## src/rtl/core/second_order_byte_recurrence_checksum_defines.svh

```systemverilog
// Assertion macros shared by the checksum RTL.
`ifndef SECOND_ORDER_BYTE_RECURRENCE_CHECKSUM_DEFINES_SVH
`define SECOND_ORDER_BYTE_RECURRENCE_CHECKSUM_DEFINES_SVH

`ifndef SYNTHESIS
// Same-cycle implication, checked on clk, quiet during rst.
`define SOBRC_ASSERT_NOW(lbl, ante, cons) \
  lbl: assert property (@(posedge clk) disable iff (rst) (ante) |-> (cons)) \
    else $error("sobrc: same-cycle check failed");
// Next-cycle implication, checked on clk, quiet during rst.
`define SOBRC_ASSERT_NEXT(lbl, ante, cons) \
  lbl: assert property (@(posedge clk) disable iff (rst) (ante) |=> (cons)) \
    else $error("sobrc: next-cycle check failed");
`else
`define SOBRC_ASSERT_NOW(lbl, ante, cons)
`define SOBRC_ASSERT_NEXT(lbl, ante, cons)
`endif

`endif

```

## src/rtl/core/sobrc_pkg.sv

```systemverilog
// Types and constants for the second-order byte recurrence checksum.
package sobrc_pkg;

  localparam int unsigned BYTE_W = 8;
  localparam int unsigned TERM_W = 16;
  localparam int unsigned POS_W  = 8;

  localparam logic [TERM_W-1:0] FIRST_OFFSET = 16'd7;
  localparam logic [POS_W-1:0]  ALPHA_MUL    = 8'd17;
  localparam logic [POS_W-1:0]  BETA_MUL     = 8'd31;
  localparam logic [TERM_W:0]   TERM_MOD     = 17'd65535;

  // One byte request handed from the input register to the recurrence core.
  typedef struct packed {
    logic [BYTE_W-1:0] data_byte;
    logic              last_byte;
  } step_t;

endpackage

```

## src/rtl/core/sobrc_recur.sv

```systemverilog
// Recurrence core: term state, position counter and the mod-65535 update.
module sobrc_recur (
  input  logic                               clk,
  input  logic                               rst,
  input  logic                               step_en,
  input  sobrc_pkg::step_t                   step,
  output logic [sobrc_pkg::TERM_W-1:0]       term_next
);

  logic [sobrc_pkg::TERM_W-1:0] term_current;
  logic [sobrc_pkg::TERM_W-1:0] term_previous;
  logic [sobrc_pkg::POS_W-1:0]  byte_position;
  logic                         awaiting_first;

  logic [sobrc_pkg::POS_W-1:0]  alpha;
  logic [sobrc_pkg::POS_W-1:0]  beta;
  logic [8:0]                   factor;
  logic [24:0]                  prod;
  logic [24:0]                  sub;
  logic                         neg;
  logic [24:0]                  mag;
  logic [16:0]                  fold;
  logic [16:0]                  red;
  logic [15:0]                  mag_mod;
  logic [15:0]                  rec_term;

  // Position-based coefficients, wrapping mod 256 by width.
  assign alpha  = byte_position * sobrc_pkg::ALPHA_MUL;
  assign beta   = byte_position * sobrc_pkg::BETA_MUL;
  assign factor = {1'b0, step.data_byte} + {1'b0, alpha};

  assign prod = 25'(factor) * 25'(term_current);
  assign sub  = 25'(beta) * 25'(term_previous);
  assign neg  = sub > prod;
  assign mag  = neg ? (sub - prod) : (prod - sub);

  // 2^16 = 1 mod 65535: fold high bits onto low, then one correction.
  assign fold    = 17'(mag[24:16]) + 17'(mag[15:0]);
  assign red     = (fold >= sobrc_pkg::TERM_MOD) ? (fold - sobrc_pkg::TERM_MOD) : fold;
  assign mag_mod = red[15:0];

  // Negative difference wraps to (1 - magnitude) mod 65535.
  always_comb begin
    if (!neg) begin
      rec_term = mag_mod;
    end else if (mag_mod == 16'd0) begin
      rec_term = 16'd1;
    end else if (mag_mod == 16'd1) begin
      rec_term = 16'd0;
    end else begin
      rec_term = 16'd0 - mag_mod;
    end
  end

  assign term_next = awaiting_first
                   ? (16'(step.data_byte) + sobrc_pkg::FIRST_OFFSET)
                   : rec_term;

  always_ff @(posedge clk) begin
    if (rst) begin
      term_current   <= '0;
      term_previous  <= 16'd1;
      byte_position  <= '0;
      awaiting_first <= 1'b1;
    end else if (step_en) begin
      if (step.last_byte) begin
        // re-arm for the next message
        term_current   <= '0;
        term_previous  <= 16'd1;
        byte_position  <= '0;
        awaiting_first <= 1'b1;
      end else if (awaiting_first) begin
        term_current   <= term_next;
        term_previous  <= 16'd1;
        byte_position  <= 8'd1;
        awaiting_first <= 1'b0;
      end else begin
        term_previous  <= term_current;
        term_current   <= term_next;
        byte_position  <= byte_position + 8'd1;
      end
    end
  end

endmodule

```

## src/rtl/core/second_order_byte_recurrence_checksum.sv

```systemverilog
// Top level of the second-order byte recurrence checksum.
//
// Input channel s_*: one message byte per request in s_tdata, s_tlast marks
// the final byte of a message. Output channel m_*: one 16-bit checksum per
// message, sent after its final byte; bytes that are not final give nothing.
// A byte is first held in an input register, then the recurrence core folds
// it into the terms while the checksum lands in the output register.
// A final byte waits in the input register until the output register is
// free; then m_tvalid is set. Throughput: one byte per cycle while no final
// byte is held back; each byte's term update (two products of 16-bit terms,
// subtract and mod-65535 fold) is combinational, done before the next byte.
// Reset (rst, synchronous) empties both registers and re-arms the core for
// a new message. While m_tready is low with a checksum waiting, bytes that
// are not final keep flowing; a final byte holds in the input register and
// s_tready drops until the output register is free.
`include "second_order_byte_recurrence_checksum_defines.svh"

module second_order_byte_recurrence_checksum (
  input  logic        clk,
  input  logic        rst,
  input  logic        s_tvalid,
  output logic        s_tready,
  input  logic [7:0]  s_tdata,   // [7:0] data_byte
  input  logic        s_tlast,   // last_byte
  output logic        m_tvalid,
  input  logic        m_tready,
  output logic [15:0] m_tdata    // [15:0] checksum
);

  logic                          in_valid;
  sobrc_pkg::step_t              in_step;
  logic                          step_en;
  logic                          out_free;
  logic [sobrc_pkg::TERM_W-1:0]  term_next;

  assign out_free = !m_tvalid || m_tready;
  assign step_en  = in_valid && (!in_step.last_byte || out_free);
  assign s_tready = !in_valid || step_en;

  always_ff @(posedge clk) begin
    if (rst) begin
      in_valid <= 1'b0;
    end else if (s_tready) begin
      in_valid <= s_tvalid;
    end
    if (s_tready && s_tvalid) begin
      in_step.data_byte <= s_tdata;
      in_step.last_byte <= s_tlast;
    end
  end

  sobrc_recur u_recur (
    .clk       (clk),
    .rst       (rst),
    .step_en   (step_en),
    .step      (in_step),
    .term_next (term_next)
  );

  always_ff @(posedge clk) begin
    if (rst) begin
      m_tvalid <= 1'b0;
    end else if (step_en && in_step.last_byte) begin
      m_tvalid <= 1'b1;
    end else if (m_tready) begin
      m_tvalid <= 1'b0;
    end
    if (step_en && in_step.last_byte) begin
      m_tdata <= term_next;
    end
  end

  `SOBRC_ASSERT_NOW(a_checksum_range, m_tvalid, m_tdata != 16'hFFFF)
  `SOBRC_ASSERT_NEXT(a_last_gives_result, step_en && in_step.last_byte, m_tvalid)
  `SOBRC_ASSERT_NEXT(a_held_byte_kept, in_valid && !step_en, in_valid && $stable(in_step))
  `SOBRC_ASSERT_NOW(a_final_waits_on_out, in_valid && in_step.last_byte && !out_free, !s_tready)

endmodule
```

## config.mk

```make
export PLATFORM = sky130hd
export DESIGN_NAME = second_order_byte_recurrence_checksum
export DESIGN_NICKNAME = d
export VERILOG_FILES = /design/src/rtl/core/sobrc_pkg.sv /design/src/rtl/core/sobrc_recur.sv /design/src/rtl/core/second_order_byte_recurrence_checksum.sv
export VERILOG_INCLUDE_DIRS = /design/src /design/src/rtl/core
export SDC_FILE = /design/constraint.sdc
export NUM_CORES = 1
export LEC_CHECK = 0
export ABC_AREA = 1
export BUFFER_PORTS_ARGS = -buffer_cell sky130_fd_sc_hd__buf_4
export CORE_MARGIN = 10
export CORE_UTILIZATION = 70
export CTS_CLUSTER_SIZE = 14
export DETAILED_ROUTE_END_ITERATION = 10
export PLACE_DENSITY = 0.86
export SYNTH_ARGS = -nofsm -noshare
export SYNTH_HDL_FRONTEND = slang
export SYNTH_HIERARCHICAL = 1
export SYNTH_SLANG_ARGS = --single-unit
```

## constraint.sdc

```tcl
create_clock -name clk -period 38.5 [get_ports clk]
set_input_delay 3.85 -clock clk [delete_from_list [all_inputs] [get_ports clk]]
set_output_delay 3.85 -clock clk [all_outputs]
set_load 0.02 [all_outputs]
```

# Word level (Yosys, flattened, before mapping)
# Index checks and enable logic that the tools add are counted.
# classes
n_lt_le_gt_ge,2
eq_ne,1
n_mux,14
n_mul,4
n_addsub,8
n_reduce_logical,11
# op_table
cell,n
16-bit two-way mux,8
24-bit by 25-bit > comparator with 1-bit output,1
9-bit by 16-bit multiplier with 25-bit output,1
25-bit two-way mux,1
24-bit by 25-bit subtractor with 25-bit output,1
25-bit by 24-bit subtractor with 25-bit output,1
8-bit by 16-bit multiplier with 24-bit output,1
9-bit by 16-bit adder with 17-bit output,1
17-bit by 16-bit greater-or-equal comparator with 1-bit output (second input constant),1
16-bit by 1-bit equality test with 1-bit output (second input constant),1
16-bit zero test,1
8-bit by 5-bit multiplier with 8-bit output (second input constant),2
8-bit two-way mux,2
1-bit by 16-bit subtractor with 16-bit output (first input constant),1
16-bit subtractor (second input constant),1
8-bit by 3-bit adder with 9-bit output (second input constant),1
8-bit by 8-bit adder with 9-bit output,1
8-bit by 1-bit adder with 8-bit output (second input constant),1
1-bit logical AND,3
1-bit zero test,3
1-bit logical OR,3
1-bit two-way mux,3
2-bit nonzero test,1
# totals
ff_bits,68
word_cells,49
inputBits,13
output_inout_bits,18

# Longest topological paths before layout
# Gate-level depths: netlist (run 1).
# logic_depth
depth_word,14
depth_mapped,88
ltp_nobuf,86

# By module
# Netlist (run 1), hierarchy kept.
# modules_own_cells
module,n_inst,area_each_um2,seq_area_each_um2,cells_per_inst
sobrc_recur,1,15371.0,820.8,2264
second_order_byte_recurrence_checksum,1,872.1,790.8,44

# Worst setup path before layout (run 1)
# OpenSTA, ideal clock, no wires.
# synth_timing
kind,reg-to-reg
from,register u_recur/byte_position[2] (netlist name)
to,"register m_tdata[15], data pin"
path_stages_with_launch,85
required_time_ns,38.245
n_path_buf,4
slack_ns,25.044
t_arrival_ns,13.201
setup_ns,0.255
period_less_slack_ns,13.456
path_cell_list,dfxtp_1 > fa_1 > inv_1 > fa_1 > fa_1 > inv_1 > ha_1 > a21oi_1 > inv_1 > a31oi_1 > or2_2 > nand2_1 > a21oi_1 > inv_1 > or2_2 > nand2_1 > clkbuf_1 > nor2_1 > [49 not listed] > nor2_1 > nand2_1 > nor2_1 > nand2_1 > nand2_2 > nand3_4 > buf_4 > nand3_1 > nand2_2 > nor2_1 > nand2_2 > nor2_4 > nand2_1 > nand2_1 > nor2_4 > nand2_1 > o21ai_2 > and2_1
# synth_via
elab_chain_len,13
elab_cells_between_ends,20
classes_between,add/sub (6); mul (4); order compare (2); eq/ne (1); mux (6); reduce/logical (1)
# synth_lines
item,line,rtl
start: declaration,sobrc_recur.sv:12,logic [sobrc_pkg::POS_W-1:0] byte_position;
start signal: assignment,sobrc_recur.sv:80,byte_position <= byte_position + 8'd1;
8-bit by 5-bit multiplier with 8-bit output,sobrc_recur.sv:28,assign alpha = byte_position * sobrc_pkg::ALPHA_MUL;
8-bit by 8-bit adder with 9-bit output,sobrc_recur.sv:30,"assign factor = {1'b0, step.data_byte} + {1'b0, alpha};"
9-bit by 16-bit multiplier with 25-bit output,sobrc_recur.sv:32,assign prod = 25'(factor) * 25'(term_current);
"25-bit by 24-bit subtractor with 25-bit output, or another cell as far along",sobrc_recur.sv:35,assign mag = neg ? (sub - prod) : (prod - sub);
25-bit two-way mux,sobrc_recur.sv:35,
9-bit by 16-bit adder with 17-bit output,sobrc_recur.sv:38,assign fold = 17'(mag[24:16]) + 17'(mag[15:0]);
16-bit subtractor or 17-bit by 16-bit greater-or-equal comparator with 1-bit output (tied branches),sobrc_recur.sv:39,assign red = (fold >= sobrc_pkg::TERM_MOD) ? (fold - sobrc_pkg::TERM_MOD) : fold;
16-bit two-way mux,sobrc_recur.sv:39,
1-bit by 16-bit subtractor with 16-bit output or 16-bit by 1-bit equality test with 1-bit output (tied branches),"sobrc_recur.sv:51, sobrc_recur.sv:48",
16-bit two-way mux,sobrc_recur.sv:48,end else if (mag_mod == 16'd1) begin
16-bit two-way mux,sobrc_recur.sv:46,end else if (mag_mod == 16'd0) begin
16-bit two-way mux *,sobrc_recur.sv:44,if (!neg) begin
16-bit two-way mux *,sobrc_recur.sv:56,? (16'(step.data_byte) + sobrc_pkg::FIRST_OFFSET)
named net term_next (one bit),second_order_byte_recurrence_checksum.sv:34,logic [sobrc_pkg::TERM_W-1:0] term_next;
end signal: assignment,second_order_byte_recurrence_checksum.sv:69,m_tdata <= term_next;
end: declaration,second_order_byte_recurrence_checksum.sv:27,output logic [15:0] m_tdata
# The timed path passes the listed nets; every way through them passes the cells marked *.
# A chain may end at the register's enable or synchronous reset.

# Worst setup path after layout (run 1)
# layout_timing
from,register u_recur/byte_position[2] (netlist name)
to,register u_recur/term_current[4] (netlist name)
# layout_via
elab_chain_len,14
elab_cells_between_ends,21
classes_between,add/sub (6); mul (4); order compare (2); eq/ne (1); mux (7); reduce/logical (1)
# layout_lines
item,line,rtl
8-bit by 5-bit multiplier with 8-bit output,sobrc_recur.sv:28,
8-bit by 8-bit adder with 9-bit output,sobrc_recur.sv:30,
9-bit by 16-bit multiplier with 25-bit output,sobrc_recur.sv:32,
"25-bit by 24-bit subtractor with 25-bit output, or another cell as far along",sobrc_recur.sv:35,
25-bit two-way mux,sobrc_recur.sv:35,
9-bit by 16-bit adder with 17-bit output,sobrc_recur.sv:38,
16-bit subtractor or 17-bit by 16-bit greater-or-equal comparator with 1-bit output (tied branches),sobrc_recur.sv:39,
16-bit two-way mux,sobrc_recur.sv:39,
1-bit by 16-bit subtractor with 16-bit output or 16-bit by 1-bit equality test with 1-bit output (tied branches),"sobrc_recur.sv:51, sobrc_recur.sv:48",
16-bit two-way mux,sobrc_recur.sv:48,
16-bit two-way mux,sobrc_recur.sv:46,
16-bit two-way mux *,sobrc_recur.sv:44,
16-bit two-way mux *,sobrc_recur.sv:56,
named net term_next (one bit),second_order_byte_recurrence_checksum.sv:34,
16-bit two-way mux *,sobrc_recur.sv:66,if (step.last_byte) begin
end signal: assignment,sobrc_recur.sv:73,term_current <= term_next;
end signal: assignment,sobrc_recur.sv:79,term_current <= term_next;
end: declaration,sobrc_recur.sv:10,logic [sobrc_pkg::TERM_W-1:0] term_current;
# Marked as above.

==> results of run 1 <==
layout make-up:
type | instances | area, um^2 | area share
Clock inverter | 4 | 56.3 | 0.00332
Tap cell | 285 | 357 | 0.0210
Sequential cell | 68 | 1610 | 0.0951
Inverter | 530 | 1990 | 0.117
Multi-Input combinational cell | 1645 | 12400 | 0.729
Timing Repair Buffer | 36 | 270 | 0.0159
Clock buffer | 12 | 300 | 0.0177
placed cells by master (no fill, tap or decap), types with 2 or more instances in the layout:
master	n
and2_1	4
nor2_4	9
edfxtp_1	25
o21a_1	5
clkinv_4	2
nand2_1	532
or2_2	10
o211ai_1	2
nand4_1	19
o2111ai_1	2
buf_4	36
nand2_4	4
nand3_1	91
o311ai_0	2
nand3_2	6
a21oi_1	156
o21ai_0	55
xnor2_1	28
o21ai_1	10
nor3_1	10
nand2_2	25
o221ai_1	4
o21bai_1	11
nand3_4	2
nor2_1	181
ha_1	172
a211oi_1	2
fa_1	198
clkbuf_16	12
a21o_1	9
o21bai_2	2
inv_2	5
nor4_1	3
nor2_2	9
dfxtp_1	43
xor2_1	66
inv_1	524
state kept, by name, indices dropped and copies added (netlist names):
name and cells:
in_valid 1, u_recur/term_current 16, m_tvalid 1, u_recur/awaiting_first 1
u_recur/byte_position 8, in_step 9, m_tdata 16, u_recur/term_previous 16
logic make-up (layout without fill, tap and decap cells):
family	after synthesis	after routing	synth area share
flops	68	68	0.0992
compound gates	270	270	0.0929
buf+inv	595	582	0.140
fa+ha+maj	370	370	0.377
mux	1	1	0.000616
simple gates	910	910	0.240
xor+xnor	94	94	0.0507
metal layers:
layer  up-vias  GRT usage  part of all wire
met4         0      0.133             0.048
met1      7170      0.387              0.39
met3       186     0.0499             0.094
met5         -          0                 0
met2       821      0.522              0.47
li1       6981          -                 -
power by group through the flow:
stage               logic [mW]  clock network, mW  registers (mW)
floorplan                0.794                  0          0.0830
detailed placement        1.03                  0          0.0852
global route              1.17             0.0992          0.0842
finish                    1.06             0.0961          0.0842
CTS                       1.04             0.0958          0.0838
global placement          1.03                  0          0.0851
worst max-delay path by stage:
stage / startpoint / endpoint / slack (ns)
global placement: u_recur/byte_position[2]$_SDFFE_PP0P_ / m_tdata[15]$_DFFE_PP_ / 23.63
detailed placement: u_recur/byte_position[2]$_SDFFE_PP0P_ / u_recur/term_current[6]$_SDFFE_PP0P_ / 22.89
floorplan: u_recur/byte_position[2]$_SDFFE_PP0P_ / m_tdata[15]$_DFFE_PP_ / 25.04
finish: u_recur/byte_position[2]$_SDFFE_PP0P_ / u_recur/term_current[4]$_SDFFE_PP0P_ / 22.69
global route: u_recur/byte_position[0]$_SDFFE_PP0P_ / u_recur/term_current[4]$_SDFFE_PP0P_ / 21.35
CTS: u_recur/byte_position[2]$_SDFFE_PP0P_ / u_recur/term_current[4]$_SDFFE_PP0P_ / 22.79
metrics by stage:
stage                     instance area (um^2)  instances
final                                    17000       2580
after global routing                     17000       2580
after detailed placement                 16600       2564
after global placement                   16600       2564
after CTS                                17000       2580
after floorplan                          16200       2308
==> flow_metrics.py, run 1 <==
metrics = {
    "yosys": {
        "syn_area_um2": 16200,
        "syn_area_per_cell_um2": 7.04,
        "synthArstFlopShare": 0,
        "ys.flop_type": "dfxtp_1",
        "synth_top_area_frac": 0.244,
        "yosys-top-cells-count": "nand2_1, inv_1, fa_1",
        "synth_warnings": 6,
        "yosysUniqueCellTypes": 56,
        "yosys-top-cells-area": "fa_1, ha_1, nand2_1",
        "synth_nets": 2691,
        "yosysSeqAreaShare": 0.0992,
        "synth_edf_count": 25,
        "syn_inst": 2308,
        "post-synth-top-count-cell": "nand2_1",
        "ys_seq_elements": 68,
        "synth_area_leader_cell": "fa_1",
    },
    "pwr": {
        "netSwitchingPower_mw": 0.773,
        "pwr-share-clk": 0.077,
        "power.leakage_nw": 9.07,
        "p_sw_frac": 0.622,
        "power.sequential.fraction": 0.068,
        "p_int_mw": 0.470,
        "ir_worst_vdd_v": 0.000127,
        "powerDensity_nw_per_um2": 73.3,
        "p_total_mw": 1.24,
        "combPwrFrac": 0.855,
    },
    "sta": {
        "fin_crit_sh": 0.411,
        "tightest_slew_ns": 1.02,
        "slew_viol_final": 0,
        "clock.fmax_mhz": 63.3,
        "timing.final.ws_setup_ns": 22.69,
        "setup_viol": 0,
        "tns_ns": 0,
        "fin_crit_ns": 15.81,
        "clock_skew_ns": 0.0112,
        "whs_ns": 0.526,
        "rsz0062_at_grt": "false",
        "hold_viol_final": 0,
        "relSlewSlack": 0.319,
    },
    "floorplan": {
        "initial_core_util": 0.715,
        "fp.dieH_um": 172,
        "rows": 55,
        "die-width_um": 172,
        "ios": 31,
        "dieArea_um2": 29700,
        "core_um2": 22700,
    },
    "setup_path": {
        "startpoint_type": "flip-flop",
        "r2r_slack_ns": 22.69,
        "cp_max_fo": 37,
        "cp_top_family": "simple AND/OR/NAND/NOR gates",
        "crit_cells": 82,
        "timing.rr.start": "u_recur/byte_position[2]$_SDFFE_PP0P_",
        "reg2reg_to": "u_recur/term_current[4]$_SDFFE_PP0P_",
        "crit_buf_inv": 12,
        "crit_path_frequent_cell": "nand2_1",
        "slowest_delay_ns": 0.63,
        "crit_arrival_ns": 16.06,
        "crit_required_ns": 38.75,
        "path_class": "flip-flop to flip-flop",
        "critPathSlowestCell": "dfxtp_1",
        "end_kind": "flip-flop",
        "reg2regPathDepth": 82,
    },
    "cts": {
        "postCtsSetupRepairBufs": 0,
        "clock_latency_ns": 0.34,
        "cts_hold_buffers": 0,
        "clk_path_buf_depth": 2,
        "cts_tree": "yes",
        "cts.clk_slew.worst_paths_ns": 0.06,
        "ctsResizeCount": 0,
        "cts_buffers": 9,
        "cts_max_level": 3,
        "clock_sinks": 68,
        "cts_root_buffer": "clkbuf_16",
    },
    "routing": {
        "wl_per_cell_um": 17.6,
        "totalWireLength_um": 45400,
        "vias_per_cell": 5.88,
        "final_antenna_net_count": 0,
        "dr.pass1.iters": 9,
        "via_count": 15200,
        "drc_errors": 0,
        "initialDrtViolationCount": 1363,
    },
    "global_route": {
        "gr-total-overflow": 0,
        "grt_pass1_wl_um": 73600,
        "grt_pass1_vias": 14800,
        "grtUsageTotal": 0.311,
        "antenna_found_initial": 0,
        "grt_max_degree": 39,
    },
    "placement": {
        "hpwl_um": 36900,
        "gp_congestion": 1.01,
        "port_buffers": 30,
        "place_ws_ns": 22.89,
    },
    "run": {
        "maxCapViolCount": 0,
    },
    "worst_hold_path": {
        "hold_depth": 1,
        "min_path_type": "flip-flop to flip-flop",
        "holdCritStartpoint": "u_recur/byte_position[7]$_SDFFE_PP0P_",
        "min_to": "u_recur/byte_position[7]$_SDFFE_PP0P_",
    },
    "finish": {
        "final_core_util": 0.746,
        "syn_to_final_growth_pct": 4.35,
        "fill_cells": 1778,
        "drive_above_1_share": 0.0580,
        "final_nets": 2673,
        "diodes": 0,
    },
    "outcome": {
        "outcome": "completed",
    },
}
(Power assumes the default switching activity.)
==> run 2: changes to the inputs <==
--- a/config.mk
+++ b/config.mk
@@ -6,13 +6,13 @@
 export SDC_FILE = /design/constraint.sdc
 export NUM_CORES = 1
 export LEC_CHECK = 0
-export ABC_AREA = 1
+export ABC_AREA = 0
 export BUFFER_PORTS_ARGS = -buffer_cell sky130_fd_sc_hd__buf_4
 export CORE_MARGIN = 10
-export CORE_UTILIZATION = 70
+export CORE_UTILIZATION = 67
 export CTS_CLUSTER_SIZE = 14
 export DETAILED_ROUTE_END_ITERATION = 10
-export PLACE_DENSITY = 0.86
+export PLACE_DENSITY = 0.82
 export SYNTH_ARGS = -nofsm -noshare
 export SYNTH_HDL_FRONTEND = slang
 export SYNTH_HIERARCHICAL = 1
==> constraint.sdc (replaced) <==
create_clock -name clk -period 14.9 [get_ports clk]
set_input_delay 1.49 -clock clk [delete_from_list [all_inputs] [get_ports clk]]
set_output_delay 1.49 -clock clk [all_outputs]
set_load 0.02 [all_outputs]
==> run 2 against run 1 <==
- the run now ends with design-rule violations left
- synthesized cell count shrank 14%
- clock skew is 0.0013 ns lower
- die area increased by 3.9%
- hold slack better by 0.0097 ns
- non-clock buffer count up 48
- final area is 3.3% higher
- maximum frequency is 10% higher
- wire length increased by 3.0%
- register-to-register slack got worse by 22 ns
- critical path depth is 20 lower
- utilization shrank 0.73 points
- sequential share of layout area is 0.30 points lower
- critical endpoint is now m_tdata[0]$_DFFE_PP_
- largest cell class unchanged
==> flow_metrics.py, run 2 <==
metrics = {
    "yosys": {
        "synth_edf_count": 25,
        "yosysSeqAreaShare": 0.0992,
        "ys_seq_elements": 68,
        "yosysUniqueCellTypes": 90,
        "synth_area_leader_cell": "fa_1",
        "synth_top_area_frac": 0.244,
        "syn_inst": 1985,
        "ys.flop_type": "dfxtp_1",
        "post-synth-top-count-cell": "inv_1",
        "syn_area_um2": 16200,
        "yosys-top-cells-area": "fa_1, ha_1, inv_1",
        "synth_warnings": 6,
        "syn_area_per_cell_um2": 8.18,
        "synthArstFlopShare": 0,
        "synth_nets": 2368,
        "yosys-top-cells-count": "inv_1, nand2_1, fa_1",
    },
    "sta": {
        "fin_crit_ns": 14.36,
        "tightest_slew_ns": 0.967,
        "tns_ns": 0,
        "fin_crit_sh": 0.964,
        "setup_viol": 0,
        "relSlewSlack": 0.351,
        "slew_viol_final": 0,
        "clock.fmax_mhz": 69.6,
        "timing.final.ws_setup_ns": 0.538,
        "clock_skew_ns": 0.00991,
        "hold_viol_final": 0,
    },
    "routing": {
        "totalWireLength_um": 46800,
        "wl_per_cell_um": 20.1,
        "vias_per_cell": 6.17,
        "drc_errors": 1,
        "dr.pass1.iters": 9,
        "initialDrtViolationCount": 1377,
        "via_count": 14300,
        "final_antenna_net_count": 0,
    },
    "cts": {
        "cts_root_buffer": "clkbuf_16",
        "clock_latency_ns": 0.34,
        "cts_tree": "yes",
        "clk_path_buf_depth": 2,
        "cts_max_level": 3,
        "cts.clk_slew.worst_paths_ns": 0.06,
        "cts_hold_buffers": 0,
        "clock_sinks": 68,
        "cts_buffers": 9,
    },
    "setup_path": {
        "end_kind": "flip-flop",
        "critPathSlowestCell": "fa_1",
        "cp_max_fo": 7,
        "crit_arrival_ns": 14.44,
        "crit_required_ns": 14.97,
        "startpoint_type": "flip-flop",
        "slowest_delay_ns": 0.56,
        "path_class": "flip-flop to flip-flop",
        "crit_path_frequent_cell": "fa_1",
    },
    "outcome": {
        "violations": "design-rule violations",
        "outcome": "finished with violations",
    },
    "finish": {
        "final_nets": 2384,
        "final_cell_mix": "inv_1, nand2_1, fa_1, ha_1, and2_1",
        "final_common_cell": "inv_1",
        "diodes": 0,
        "largest_registers": "m_tdata (16), u_recur/term_current (16), u_recur/term_previous (16)",
        "syn_to_final_growth_pct": 7.77,
        "drive_above_1_share": 0.0892,
        "final_core_util": 0.739,
    },
    "global_route": {
        "grtUsageTotal": 0.298,
        "antenna_found_initial": 0,
        "gr-total-overflow": 0,
        "grt_pass1_wl_um": 74900,
        "grt_pass1_vias": 14400,
        "grt_max_degree": 35,
    },
    "worst_hold_path": {
        "min_path_type": "flip-flop to flip-flop",
    },
    "floorplan": {
        "ios": 31,
        "initial_core_util": 0.686,
        "fp.dieH_um": 176,
        "die-width_um": 176,
        "core_um2": 23700,
        "dieArea_um2": 30900,
        "rows": 56,
    },
    "placement": {
        "port_buffers": 30,
        "hpwl_um": 37100,
        "gp_congestion": 1.03,
        "place_ws_ns": 0.00808,
    },
    "run": {
        "maxCapViolCount": 0,
    },
}
run 2: cell count changes after synthesis, sizes merged, moves of 40 or more:
cell / change
inv: -216
nor2: -103
nand2: -348
a21oi: -40
xnor2: +51
nand3: -61
and2: +143
run 2: repair_timing:
action                                  in CTS  in global routing
gates resized for setup                      3                 49
pin swaps                                    0                  9
gates cloned                                 0                  0
endpoints found under the setup margin      18                 32
setup buffers                                0                 10
run 2: layout make-up:
type | instances | area [um^2]
Clock buffer | 9 | 225
Clock inverter | 7 | 73.8
Fill cell | 1814 | 6180
Inverter | 315 | 1180
Multi-Input combinational cell | 1523 | 13400
Sequential cell | 68 | 1610
Tap cell | 319 | 399
Timing Repair Buffer | 84 | 634
run 2: critical path: cells and delay by family (launching register included):
| kind | cells | cell delay [ns] |
|---|---|---|
| buf+inv | 9 | 0.71 |
| compound gates | 24 | 4.03 |
| flops | 1 | 0.38 |
| fa+ha+maj | 12 | 5.35 |
| simple gates | 13 | 2.85 |
| mux | 1 | 0.24 |
| xor+xnor | 3 | 0.52 |
run 2: kinds of logic after synthesis:
group,share of synthesized area
and+or+nand+nor,0.201
buffers and inverters,0.0928
AOI/OAI and AO/OA,0.160
adders and majority gates,0.377
xor gates and xnor gates,0.0636
DFF,0.0992
muxes,0.00747
run 2: stage by stage:
| step | instances | hold WS [ns] | instance area [um^2] |
|---|---|---|---|
| floorplan | 1985 | 0.455 | 16200 |
| global placement | 2299 | 0.497 | 16900 |
| detailed placement | 2299 | 0.526 | 16900 |
| CTS | 2315 | 0.534 | 17200 |
| global route | 2325 | 0.567 | 17500 |
| finish | 2325 | 0.536 | 17500 |
run 2: path summary, 6_finish.rpt:
| check | start | endpoint | slack, ns | depth (start not counted) |
|---|---|---|---|---|
| setup / recovery | u_recur/byte_position[1]$_SDFFE_PP0P_ | m_tdata[0]$_DFFE_PP_ | 0.54 | 62 |
| hold / removal | in_valid$_SDFFE_PP0P_ | m_tvalid$_SDFFE_PP0P_ | 0.54 | 2 |
| setup reg to reg | u_recur/byte_position[1]$_SDFFE_PP0P_ | m_tdata[0]$_DFFE_PP_ | 0.54 | 62 |
| hold reg to reg | in_valid$_SDFFE_PP0P_ | m_tvalid$_SDFFE_PP0P_ | 0.54 | 2 |
run 2: metal layers:
metal	routed length, um	GRT usage
met4	2100	0.110
met5	0	0
met3	4260	0.0579
met1	18000	0.370
met2	22400	0.504
Power of run 2 is not shown: default switching activity piles up to over one toggle a cycle in this logic, so the estimate is an artifact.
==> run 3: changes to the inputs <==
--- a/config.mk
+++ b/config.mk
@@ -9,10 +9,10 @@
 export ABC_AREA = 0
 export BUFFER_PORTS_ARGS = -buffer_cell sky130_fd_sc_hd__buf_4
 export CORE_MARGIN = 10
-export CORE_UTILIZATION = 67
+export CORE_UTILIZATION = 60
 export CTS_CLUSTER_SIZE = 14
 export DETAILED_ROUTE_END_ITERATION = 10
-export PLACE_DENSITY = 0.82
+export PLACE_DENSITY = 0.78
 export SYNTH_ARGS = -nofsm -noshare
 export SYNTH_HDL_FRONTEND = slang
 export SYNTH_HIERARCHICAL = 1
==> constraint.sdc (replaced) <==
create_clock -name clk -period 11.5 [get_ports clk]
set_input_delay 1.15 -clock clk [delete_from_list [all_inputs] [get_ports clk]]
set_output_delay 1.15 -clock clk [all_outputs]
set_load 0.02 [all_outputs]
==> run 3 against run 2 <==
- the run ends with negative setup slack left
- clock-buffer cell count grew 1
- critical path depth grew 3
- wire length increased by 16%
- critical path type unchanged
==> flow_metrics.py, run 3 (same netlist as run 2, synthesis figures left out) <==
metrics = {
    "cts": {
        "cts_tree": "yes",
        "cts_root_buffer": "clkbuf_16",
        "cts_hold_buffers": 0,
        "clock_latency_ns": 0.36,
        "clock_sinks": 68,
        "cts.clk_slew.worst_paths_ns": 0.07,
        "clk_path_buf_depth": 2,
        "cts_max_level": 3,
        "cts_buffers": 9,
    },
    "floorplan": {
        "core_um2": 26800,
        "die-width_um": 185,
        "dieArea_um2": 34100,
        "ios": 31,
        "initial_core_util": 0.606,
        "rows": 60,
        "fp.dieH_um": 185,
    },
    "worst_hold_path": {
        "hold_depth": 2,
        "holdCritStartpoint": "m_tvalid$_SDFFE_PP0P_",
        "min_to": "m_tvalid$_SDFFE_PP0P_",
        "min_path_type": "flip-flop to flip-flop",
    },
    "global_route": {
        "grt_pass1_vias": 17200,
        "grt_max_degree": 35,
        "gr-total-overflow": 0,
        "grtUsageTotal": 0.312,
        "antenna_found_initial": 0,
        "grt_pass1_wl_um": 85300,
    },
    "sta": {
        "clock_skew_ns": 0.0106,
        "relSlewSlack": 0.238,
        "hold_viol_final": 0,
        "fin_crit_ns": 13.43,
        "setup_viol": 32,
        "clock.fmax_mhz": 74.5,
        "slew_viol_final": 0,
        "timing.final.ws_setup_ns": -1.93,
        "rsz0062_at_grt": "true",
        "tns_ns": -58.13,
        "fin_crit_sh": 1.17,
        "tightest_slew_ns": 1.11,
    },
    "routing": {
        "via_count": 16300,
        "initialDrtViolationCount": 1300,
        "dr.pass1.iters": 7,
        "final_antenna_net_count": 0,
        "drc_errors": 0,
        "vias_per_cell": 5.87,
        "wl_per_cell_um": 19.5,
        "totalWireLength_um": 54400,
    },
    "placement": {
        "port_buffers": 30,
        "gp_congestion": 1.02,
        "hpwl_um": 42700,
    },
    "finish": {
        "diodes": 0,
        "final_cell_mix": "buf_4, inv_1, nand2_1, fa_1, ha_1",
        "multi_input_area_um2": 13900,
        "drive_above_1_share": 0.287,
        "fill_cells": 1692,
        "largest_registers": "m_tdata (16), u_recur/term_current (16), u_recur/term_previous (16)",
        "ff_latch_area_um2": 1620,
        "syn_to_final_growth_pct": 32.0,
        "final_common_cell": "buf_4",
        "final_core_util": 0.800,
        "final_nets": 2823,
    },
    "outcome": {
        "outcome": "finished with violations",
        "violations": "negative setup slack",
    },
    "setup_path": {
        "reg2reg_to": "m_tdata[9]$_DFFE_PP_",
        "startpoint_type": "flip-flop",
        "timing.rr.start": "u_recur/byte_position[1]$_SDFFE_PP0P_",
        "end_kind": "flip-flop",
        "cp_max_fo": 5,
        "slowest_delay_ns": 0.58,
        "critPathSlowestCell": "fa_1",
        "crit_arrival_ns": 13.50,
        "reg2regPathDepth": 65,
        "crit_required_ns": 11.57,
        "path_class": "flip-flop to flip-flop",
        "r2r_slack_ns": -1.93,
    },
    "run": {
        "maxCapViolCount": 0,
    },
}
-- run 3: cell types whose count changed in the layout (fill, tap and decap cells not counted), moves of 9 or more --
cell	delta
inv_2	+9
buf_4	+424
a21oi_1	-11
inv_1	-11
buf_6	+13
ha_1	-11
o21ai_0	-9
-- run 3: final cells by class --
class | instances | share of cell area
flip-flops and latches | 68 | 0.0756
clock buffers | 10 | 0.0117
inverters | 315 | 0.0554
well taps | 341 | 0.0199
clock inverters | 6 | 0.00251
repair buffers | 523 | 0.187
multi-input cells | 1523 | 0.648
-- run 3: worst max path at each step --
stage	startpoint	endpoint	slack, ns	cells past startpoint
6_report	u_recur/byte_position[1]$_SDFFE_PP0P_	m_tdata[9]$_DFFE_PP_	-1.93	65
2_1_floorplan	u_recur/byte_position[0]$_SDFFE_PP0P_	u_recur/term_current[5]$_SDFFE_PP0P_	-1.53	64
4_1_cts	u_recur/byte_position[3]$_SDFFE_PP0P_	u_recur/term_current[5]$_SDFFE_PP0P_	-1.63	64
3_3_place_gp	u_recur/byte_position[1]$_SDFFE_PP0P_	u_recur/term_current[1]$_SDFFE_PP0P_	-1.73	61
5_1_grt	u_recur/byte_position[1]$_SDFFE_PP0P_	m_tdata[9]$_DFFE_PP_	-2.46	64
3_5_place_dp	u_recur/byte_position[2]$_SDFFE_PP0P_	u_recur/term_current[1]$_SDFFE_PP0P_	-2.30	59
-- run 3: worst max-delay path: cells and delay by family, from the launching register on --
kind,cells,cell delay (ns)
AND/OR/NAND/NOR,8,1.45
XOR/XNOR,5,0.87
adder cells (fa/ha/maj),12,4.93
flip-flops,1,0.36
buffers and inverters,14,1.57
AO/OA/AOI/OAI,26,3.93
-- run 3: routing by layer --
layer	track usage	share of wire
met5	0	0
met4	0.142	0.051
met3	0.0628	0.081
met2	0.544	0.49
met1	0.360	0.38
-- run 3: per-stage QoR --
step	hold slack, ns	instances	area, um^2	setup WS, ns
2_1_floorplan	0.455	1985	16500	-1.53
3_3_place_gp	0.495	2726	20200	-1.73
3_5_place_dp	0.512	2726	20200	-2.30
4_1_cts	0.524	2775	21100	-1.63
5_1_grt	0.553	2786	21400	-2.46
6_report	0.523	2786	21400	-1.93
-- run 3: timing repair --
| item | CTS | global route |
|---|---|---|
| pin swaps | 57 | 44 |
| setup buffers | 35 | 12 |
| resized for setup | 73 | 51 |
| setup endpoints to repair | 32 | 32 |
Power of run 3 is left out for the same reason.
